==> src/rtl/slirs_pkg.sv <==
`timescale 1ns / 1ps
// ----------------------------------------------------------------------------
// slirs_pkg
// Shared codes and types for the sorted key table.
// ----------------------------------------------------------------------------
package slirs_pkg;

	localparam int KEY_W    = 32;
	localparam int FUNC_W   = 2;
	localparam int STATUS_W = 2;
	localparam int COUNT_W  = 5;

	localparam logic [FUNC_W-1:0] FUNC_INSERT = 2'd0;
	localparam logic [FUNC_W-1:0] FUNC_REMOVE = 2'd1;
	localparam logic [FUNC_W-1:0] FUNC_SEARCH = 2'd2;

	localparam logic [STATUS_W-1:0] ST_DONE      = 2'd0;
	localparam logic [STATUS_W-1:0] ST_FULL      = 2'd1;
	localparam logic [STATUS_W-1:0] ST_NOT_FOUND = 2'd2;

	// broadcast from the control to every cell
	typedef struct packed {
		logic                    ins;
		logic                    rem;
		logic signed [KEY_W-1:0] key;
	} cell_ctrl_t;

endpackage

==> src/rtl/slirs_cell.sv <==
`timescale 1ns / 1ps
// ----------------------------------------------------------------------------
// slirs_cell
// One slot of the sorted table: holds a key, compares it with the broadcast
// key, and shifts toward or away from its neighbors on insert or remove.
// ----------------------------------------------------------------------------
module slirs_cell #(
	parameter int IDX   = 0,
	parameter int CNT_W = 5
) (
	input  logic                            clk,
	input  slirs_pkg::cell_ctrl_t           ctrl,
	input  logic [CNT_W-1:0]                occ,
	input  logic                            prev_lt,
	input  logic signed [slirs_pkg::KEY_W-1:0] left_key,
	input  logic signed [slirs_pkg::KEY_W-1:0] right_key,
	output logic signed [slirs_pkg::KEY_W-1:0] key_q,
	output logic                            lt,
	output logic                            eq
);

	logic used;

	assign used = CNT_W'(IDX) < occ;
	assign lt   = used && (key_q < ctrl.key);
	assign eq   = used && (key_q == ctrl.key);

	// cells at or above the insertion / removal point move; lower ones hold
	always_ff @(posedge clk) begin
		if (!lt) begin
			if (ctrl.ins) begin
				key_q <= prev_lt ? ctrl.key : left_key;
			end else if (ctrl.rem) begin
				key_q <= right_key;
			end
		end
	end

endmodule

==> src/rtl/sorted_list_insert_remove_search.sv <==
`timescale 1ns / 1ps
// ----------------------------------------------------------------------------
// sorted_list_insert_remove_search
// Ascending table of signed keys with insert, remove-first-match and search.
// ----------------------------------------------------------------------------
// The result strobe (done) comes in the cycle after the item is accepted.
// Throughput: one item per cycle; busy stays low, every cell compares the
//   key in the same cycle and shifts its neighbor's key on insert or remove.
// Reset: count of held keys cleared; key cells hold no reset value.
// The receiver cannot stall: done is high for a single cycle per result.
module sorted_list_insert_remove_search #(
	parameter int CAPACITY = 16
) (
	input  logic                                  clk,
	input  logic                                  arst_n,
	input  logic                                  start,
	output logic                                  busy,
	input  logic [slirs_pkg::FUNC_W-1:0]          func,
	input  logic signed [slirs_pkg::KEY_W-1:0]    key,
	output logic                                  done,
	output logic [slirs_pkg::STATUS_W-1:0]        status,
	output logic                                  found,
	output logic [slirs_pkg::COUNT_W-1:0]         entry_count
);

	localparam int CNT_W = $clog2(CAPACITY + 1);

	logic [CNT_W-1:0]                       occ_q;
	logic                                   done_q;
	logic [slirs_pkg::STATUS_W-1:0]         status_q;
	logic                                   found_q;
	logic [slirs_pkg::COUNT_W-1:0]          count_q;

	logic signed [slirs_pkg::KEY_W-1:0]     cell_key [CAPACITY];
	logic [CAPACITY-1:0]                    cell_lt;
	logic [CAPACITY-1:0]                    cell_eq;

	slirs_pkg::cell_ctrl_t                  ctrl;
	logic                                   accept;
	logic                                   present;
	logic                                   full;
	logic [CNT_W-1:0]                       occ_n;
	logic [slirs_pkg::STATUS_W-1:0]         status_n;
	logic [CNT_W+slirs_pkg::COUNT_W-1:0]    occ_wide;

	assign busy    = 1'b0;
	assign accept  = start && !busy;
	assign present = |cell_eq;
	assign full    = occ_q == CNT_W'(CAPACITY);

	always_comb begin
		ctrl.key = key;
		ctrl.ins = 1'b0;
		ctrl.rem = 1'b0;
		occ_n    = occ_q;
		status_n = slirs_pkg::ST_DONE;
		if (func == slirs_pkg::FUNC_INSERT) begin
			if (full) begin
				status_n = slirs_pkg::ST_FULL;
			end else begin
				ctrl.ins = accept;
				occ_n    = occ_q + CNT_W'(1);
			end
		end else if (func == slirs_pkg::FUNC_REMOVE) begin
			if (!present) begin
				status_n = slirs_pkg::ST_NOT_FOUND;
			end else begin
				ctrl.rem = accept;
				occ_n    = occ_q - CNT_W'(1);
			end
		end
		// search and the unused code change nothing
	end

	assign occ_wide = {{slirs_pkg::COUNT_W{1'b0}}, occ_n};

	genvar gi;
	generate
		for (gi = 0; gi < CAPACITY; gi++) begin : g_cell
			logic                               prev_lt;
			logic signed [slirs_pkg::KEY_W-1:0] left_key;
			logic signed [slirs_pkg::KEY_W-1:0] right_key;

			if (gi == 0) begin : g_first
				assign prev_lt  = 1'b1;
				assign left_key = key;
			end else begin : g_mid
				assign prev_lt  = cell_lt[gi-1];
				assign left_key = cell_key[gi-1];
			end
			if (gi == CAPACITY - 1) begin : g_last
				assign right_key = cell_key[gi];
			end else begin : g_inner
				assign right_key = cell_key[gi+1];
			end

			slirs_cell #(
				.IDX   (gi),
				.CNT_W (CNT_W)
			) u_cell (
				.clk       (clk),
				.ctrl      (ctrl),
				.occ       (occ_q),
				.prev_lt   (prev_lt),
				.left_key  (left_key),
				.right_key (right_key),
				.key_q     (cell_key[gi]),
				.lt        (cell_lt[gi]),
				.eq        (cell_eq[gi])
			);
		end
	endgenerate

	always_ff @(posedge clk or negedge arst_n) begin
		if (!arst_n) begin
			occ_q  <= '0;
			done_q <= 1'b0;
		end else begin
			done_q <= accept;
			if (accept) begin
				occ_q <= occ_n;
			end
		end
	end

	always_ff @(posedge clk) begin
		if (accept) begin
			status_q <= status_n;
			found_q  <= present;
			count_q  <= occ_wide[slirs_pkg::COUNT_W-1:0];
		end
	end

	assign done        = done_q;
	assign status      = status_q;
	assign found       = found_q;
	assign entry_count = count_q;

endmodule

==> config.mk <==
export PLATFORM = sky130hd
export DESIGN_NAME = sorted_list_insert_remove_search
export DESIGN_NICKNAME = d
export VERILOG_FILES = /design/src/rtl/slirs_pkg.sv /design/src/rtl/slirs_cell.sv /design/src/rtl/sorted_list_insert_remove_search.sv
export SDC_FILE = /design/constraint.sdc
export NUM_CORES = 2
export LEC_CHECK = 0
export BUFFER_PORTS_ARGS = -buffer_cell sky130_fd_sc_hd__buf_2
export CAP_MARGIN = 10
export CORE_ASPECT_RATIO = 0.6
export CORE_MARGIN = 2
export CORE_UTILIZATION = 40
export CTS_BUF_LIST = sky130_fd_sc_hd__clkbuf_4 sky130_fd_sc_hd__clkbuf_8
export DETAILED_ROUTE_END_ITERATION = 10
export HOLD_SLACK_MARGIN = 0.15
export PLACE_DENSITY = 0.57
export SLEW_MARGIN = 20
export SYNTH_ARGS = -nofsm -noshare
export SYNTH_HDL_FRONTEND = slang
export SYNTH_SLANG_ARGS = --single-unit
==> constraint.sdc <==
create_clock -name clk -period 9.42 [get_ports clk]
set_input_delay 0.471 -clock clk [delete_from_list [all_inputs] [get_ports clk]]
set_output_delay 0.471 -clock clk [all_outputs]
set_load 0.01 [all_outputs]
# Word level (Yosys, flattened, before mapping)

Cells that the tools add are included.

Input port bits: 37
Word-level logic and storage cells: 198
Register bits after elaboration: 526
Output and inout bits: 10

Multiplexer cells: 58
Order comparisons: 32
Add/subtract/negate cells: 2
Bitwise logic cells: 16
Reduce and logical (&&, ||, !) cells: 51
Equal/unequal tests: 18

Operators by type and width:

| cell                | number |
|---|---|
| $mux 32             | 45 |
| $eq 32x32->1        | 16 |
| $lt 32x32->1        | 16 |
| $lt 4x5->1 const A  | 8 |
| $logic_and 1x1->1   | 32 |
| $reduce_and 2->1    | 16 |
| $lt 3x5->1 const A  | 4 |
| $mux 5              | 4 |
| $not 1->1           | 16 |
| $reduce_or 16->1    | 1 |
| $lt 1x5->1 const A  | 2 |
| $lt 2x5->1 const A  | 2 |
| $mux 1              | 6 |
| $mux 2              | 3 |
| $add 5x1->5 const B | 1 |
| $eq 5x5->1 const B  | 1 |
| $sub 5x1->5 const B | 1 |
| $eq 2x1->1 const B  | 1 |
| $logic_not 2->1     | 1 |
| $reduce_bool 2->1   | 1 |

# Depth between registers and ports, before layout

Depth in word-level cells: 8
Mapped depth: 13

# Hierarchy

From an unflattened synthesis, not the netlist that was laid out.

Cell total of the unflattened synthesis: 4226
Area, all modules: 40690.3 um^2

By module, submodules not included:

| module                             | area each (um^2) | seq. area each (um^2) | times used | cells each |
|---|---|---|---|---|
| slirs_cell (g_cell[14].u_cell ...) | 2484.9           | 960.9                 | 3          | 258 |
| slirs_cell (g_cell[13].u_cell ...) | 2482.4           | 960.9                 | 2          | 258 |
| slirs_cell (g_cell[11].u_cell ...) | 2481.1           | 960.9                 | 2          | 258 |
| slirs_cell (g_cell[4].u_cell)      | 2502.4           | 960.9                 | 1          | 258 |
| slirs_cell (g_cell[10].u_cell)     | 2491.1           | 960.9                 | 1          | 257 |
| slirs_cell (g_cell[9].u_cell)      | 2487.4           | 960.9                 | 1          | 259 |
| slirs_cell (g_cell[5].u_cell)      | 2483.6           | 960.9                 | 1          | 258 |
| slirs_cell (g_cell[12].u_cell)     | 2474.9           | 960.9                 | 1          | 260 |
| slirs_cell (g_cell[8].u_cell)      | 2473.6           | 960.9                 | 1          | 260 |
| slirs_cell (g_cell[0].u_cell)      | 2469.9           | 960.9                 | 1          | 258 |
| slirs_cell (g_cell[7].u_cell)      | 2454.9           | 960.9                 | 1          | 258 |
| slirs_cell (g_cell[15].u_cell)     | 2453.6           | 960.9                 | 1          | 258 |
| sorted_list_insert_remove_search   | 1017.2           | 390.4                 | 1          | 94 |

# Worst setup path after synthesis

No wires, ideal clock.

Kind: input to register
From: input key[27] (netlist bit)
To: register g_cell[10].u_cell.key_q[0] (netlist bit) (enable)
Data arrival time: 4.893 ns
Path buffers: 0
Stages on the path: 9
Setup slack: 4.066 ns
Cells stage by stage: inv_1 -> ha_1 -> nand4_1 -> or4_1 -> or4_4 -> nand4_4 -> o41ai_2 -> a21bo_4 -> nor3_1

Cells in the longest elaborated chain, start to end: 8
Elaborated cells between the ends (all ways): 41

Ends and longest elaborated chain:

| item                                | line                                   | source |
|---|---|---|
| from (decl)                         | sorted_list_insert_remove_search.sv:19 | `input logic signed [slirs_pkg::KEY_W-1:0] key,` |
| $eq 32x32->1                        | slirs_cell.sv:26                       | `assign eq = used && (key_q == ctrl.key);` |
| $logic_and 1x1->1                   | slirs_cell.sv:26                       |  |
| $reduce_or 16->1                    | sorted_list_insert_remove_search.sv:48 | `assign present = \|cell_eq;` |
| $mux 1                              | sorted_list_insert_remove_search.sv:65 | `if (!present) begin` |
| $mux 1                              | sorted_list_insert_remove_search.sv:64 | `end else if (func == slirs_pkg::FUNC_REMOVE) begin` |
| $mux 1                              | sorted_list_insert_remove_search.sv:57 | `if (func == slirs_pkg::FUNC_INSERT) begin` |
| $reduce_bool 2->1 (no source line)  | --                                     |  |
| $reduce_and 2->1 (no source line) * | --                                     |  |
| to (signal assigned)                | slirs_cell.sv:32                       | `key_q <= prev_lt ? ctrl.key : left_key;` |
| to (signal assigned)                | slirs_cell.sv:34                       | `key_q <= right_key;` |
| to (decl)                           | slirs_cell.sv:17                       | `output logic signed [slirs_pkg::KEY_W-1:0] key_q,` |

Mark *: on every way between the ends. The rest lies on a longest branch, timed or not.
A chain may end at the register's enable or synchronous reset.

# Final worst setup path

From: input key[15] (netlist bit)
To: register g_cell[11].u_cell.key_q[6] (netlist bit) (enable)

Cells in the longest elaborated chain, start to end: 8
Elaborated cells between the ends (all ways): 41

Ends and longest elaborated chain:

| item                                | line |
|---|---|
| $eq 32x32->1                        | slirs_cell.sv:26 |
| $logic_and 1x1->1                   | slirs_cell.sv:26 |
| $reduce_or 16->1                    | sorted_list_insert_remove_search.sv:48 |
| $mux 1                              | sorted_list_insert_remove_search.sv:65 |
| $mux 1                              | sorted_list_insert_remove_search.sv:64 |
| $mux 1                              | sorted_list_insert_remove_search.sv:57 |
| $reduce_bool 2->1 (no source line)  | -- |
| $reduce_and 2->1 (no source line) * | -- |
| to (signal assigned)                | slirs_cell.sv:32 |
| to (signal assigned)                | slirs_cell.sv:34 |
| to (decl)                           | slirs_cell.sv:17 |

Marks and branches as above.

==> flow_metrics.py <==
metrics = {
    "synthesis": {
        "synth-main-ff-cell": "edfxtp_1",
        "syn_avg_cell_area_um2": 9.470,
        "synth.distinct_cells": 85,
        "synth_seq_cells": 526,
        "syn-num-nets": 4869,
        "netlist_area_um2": 40870,
        "yosys_warnings": 0,
        "synth-edff-count": 520,
        "ys_seq_area_share_pct": 38.57,
        "syn_inst": 4316,
        "synth_async_sr_flop_share_pct": 1.141,
    },
    "clock_network": {
        "htreeDepth": 3,
        "cts_tree": "yes",
        "clk_latency_ns": 0.80,
        "cts_buffers": 88,
        "cts.sinks": 526,
        "cts.clk_slew.worst_paths_ns": 0.07,
        "cts_setup_buffers": 0,
        "cts_buffer_depth": 3,
        "cts-root-buf": "clkbuf_8",
    },
    "finish": {
        "layout.cells.non_filler": 5599,
        "fill_cells": 9688,
        "areaGrowthSynthToFinish_pct": 8.271,
        "final_nets": 4752,
        "final_common_cell": "edfxtp_1",
        "mostFrequentLayoutCells": "520 x edfxtp_1, 516 x ha_1, 393 x nand3_1, 387 x a21oi_1, 366 x nand4_1",
        "drive_gt1_share_pct": 9.274,
        "finish.instance_area_um2": 44250,
        "utilization_pct": 43.86,
    },
    "floorplanning": {
        "dieArea_um2": 104800,
        "start_util_pct": 40.51,
        "ios": 47,
        "std_cell_rows": 90,
        "die_w_um": 416.7,
        "coreArea_um2": 100900,
        "die_h_um": 251.6,
    },
    "placed_design": {
        "place_hpwl_um": 119900,
        "post_dp_cell_area_um2": 42410,
        "place_inst": 5433,
        "routabilityCongestion": 0.9981,
        "io_buffers": 45,
    },
    "pwr": {
        "p_per_area_nw_per_um2": 139.8,
        "ir_worst_vdd_v": 0.0001130,
        "leakage_uw": 0.01740,
    },
    "timing": {
        "tightestPinTransition_ns": 1.283,
        "final.setup_skew_ns": 0.02958,
        "hold_viol": 0,
        "fmax_mhz": 185.3,
        "maxSlewHeadroom_pct": 14.49,
        "report.final.slew_viol_count": 0,
        "rsz0062_at_grt": "false",
        "period_minus_slack_ns": 5.396,
        "tns_ns": 0,
        "finalSetupViolCount": 0,
        "fin_crit_sh_pct": 57.29,
    },
    "grt": {
        "overflow": 0,
        "grt_pass1_wl_um": 245000,
        "antenna_found_initial": 7,
        "gr-usage-met2_pct": 38.07,
        "grt-busiest-layer": "met1",
        "grt_max_degree": 240,
        "use_met3_pct": 9.584,
        "grt.total_usage_pct": 31.23,
        "met1_usage_pct": 50.61,
        "grt_pass1_vias": 34760,
    },
    "route": {
        "viasPerCell": 6.962,
        "wl_per_cell_um": 30.29,
        "drt_first_pass_iters": 7,
        "drcViolationCount": 0,
        "postRouteAntennaNets": 0,
        "wirelength_um": 169600,
        "vias": 38980,
        "drt_iter0_markers": 6089,
    },
    "setup_path": {
        "cp-end-kind": "flop",
        "crit_required_ns": 9.87,
        "path_max_fanout": 17,
        "worstSetupPathType": "input pin to flop",
        "cp-start-kind": "input pin",
        "cp.arrival_ns": 5.85,
    },
    "outcome": {
        "outcome": "completed",
    },
    "flow_run": {
        "drv_cap": 0,
    },
    "worst_hold_path": {
        "hold_path_class": "input pin to flop",
    },
}
-- flip-flops by register name, summed over array words and instances (netlist names) --
name                 flops
g_cell.u_cell.key_q    512
entry_count              5
occ_q                    5
status                   2
done                     1
found                    1
-- final cells by class --
class	instances	area, um2	area share [%]
antenna	6	15.01	0.03393
clock inverter	20	111.4	0.2516
inverter	73	274.0	0.6192
clock buffer	130	1570	3.548
sequential	526	15770	35.63
tap	1334	1669	3.772
timing repair buffer	155	1139	2.573
multi-input combinational	3355	23710	53.58
-- cells in the mapped netlist (7+ instances only) --
master,count,area [um2]
edfxtp_1,520,15610
ha_1,516,6456
nand3_1,393,1967
a21oi_1,387,1937
nand4_1,366,2290
o21ai_0,274,1371
clkbuf_1,268,1006
nor2_1,235,882.1
nand2_1,217,814.5
o2111ai_1,133,1165
and3_1,129,807.0
a31oi_1,101,631.9
a21o_1,97,728.2
buf_2,73,365.4
inv_1,73,274.0
mux2i_1,68,680.7
and4_1,51,446.7
a221o_1,36,360.4
mux2_2,33,371.6
nor2b_1,32,200.2
nor3_1,29,145.1
o211ai_1,25,187.7
a211oi_1,23,172.7
o21a_1,22,165.2
nor4_1,20,125.1
buf_1,18,67.56
or4_1,17,127.6
nand2b_1,15,93.84
a211o_1,9,78.83
a21boi_0,8,60.06
nand4b_1,7,61.31
-- routing by layer --
metal	routed length [um]	vias to the layer above
li1	-	16910
met4	4442	8
met5	126	-
met3	24910	302
met1	79060	18930
met2	61050	2826
-- worst paths after layout --
check                                                          start                                    end  slack (ns)  depth (start not counted)
worst max-delay path                                         key[15]   g_cell[11].u_cell.key_q[6]$_DFFE_PP_        4.02                         13
worst min-delay path                                         key[21]  g_cell[14].u_cell.key_q[21]$_DFFE_PP_        0.21                          3
worst max register to register  g_cell[4].u_cell.key_q[11]$_DFFE_PP_   g_cell[11].u_cell.key_q[6]$_DFFE_PP_        4.34                          9
worst min register to register   g_cell[1].u_cell.key_q[0]$_DFFE_PP_    g_cell[0].u_cell.key_q[0]$_DFFE_PP_        0.58                          1
max in group asynchronous                                     arst_n                         done$_DFF_PN0_        8.48                          3
min in group asynchronous                                     arst_n                   occ_q[0]$_DFFE_PN0P_        0.66                          3
-- worst max-delay path, cell delays in order --
cell and delay, ns:
dlygate4sd3_1 0.61, buf_2 0.30, inv_1 0.24, buf_4 0.26, ha_1 0.32, nand4_1 0.12
nor4_1 0.77, or4bb_4 0.65, o2111ai_4 0.15, o41ai_2 0.23, a21bo_4 0.44, nor3_4 0.79
buf_4 0.45
-- cells by family after synthesis --
kind of cell,after synthesis,synth area share (%)
AO/OA/AOI/OAI,1175,18.21
multiplexers,102,2.608
AND/OR/NAND/NOR,1559,20.50
other,1,0.009175
buffers and inverters,435,4.255
flip-flops,526,38.57
XOR/XNOR,2,0.04287
adder cells (fa/ha/maj),516,15.80
-- repair_timing --
item                      4_1_cts  5_1_grt
hold buffers                    7        0
hold endpoints to repair       20        0
gates resized for setup         0        0
-- per-stage QoR --
stage                     worst slack (ns)  power, uW  hold WS, ns
after floorplan                      4.066       3551       0.1754
after global placement               3.654       3994       0.3177
after detailed placement             3.530       4009       0.3171
after CTS                            3.904       6137       0.1530
after global routing                 3.827       6365       0.2097
final                                4.024       6187       0.2134
-- power breakdown --
| part | switching (uW) | internal, uW | leakage (uW) | total [uW] |
|---|---|---|---|---|
| combinational | 867 | 380 | 0.0117 | 1250 |
| clock | 1080 | 1080 | 0.000900 | 2160 |
| sequential | 107 | 2670 | 0.00481 | 2780 |
Note: power is estimated with default switching activity, not from simulation.
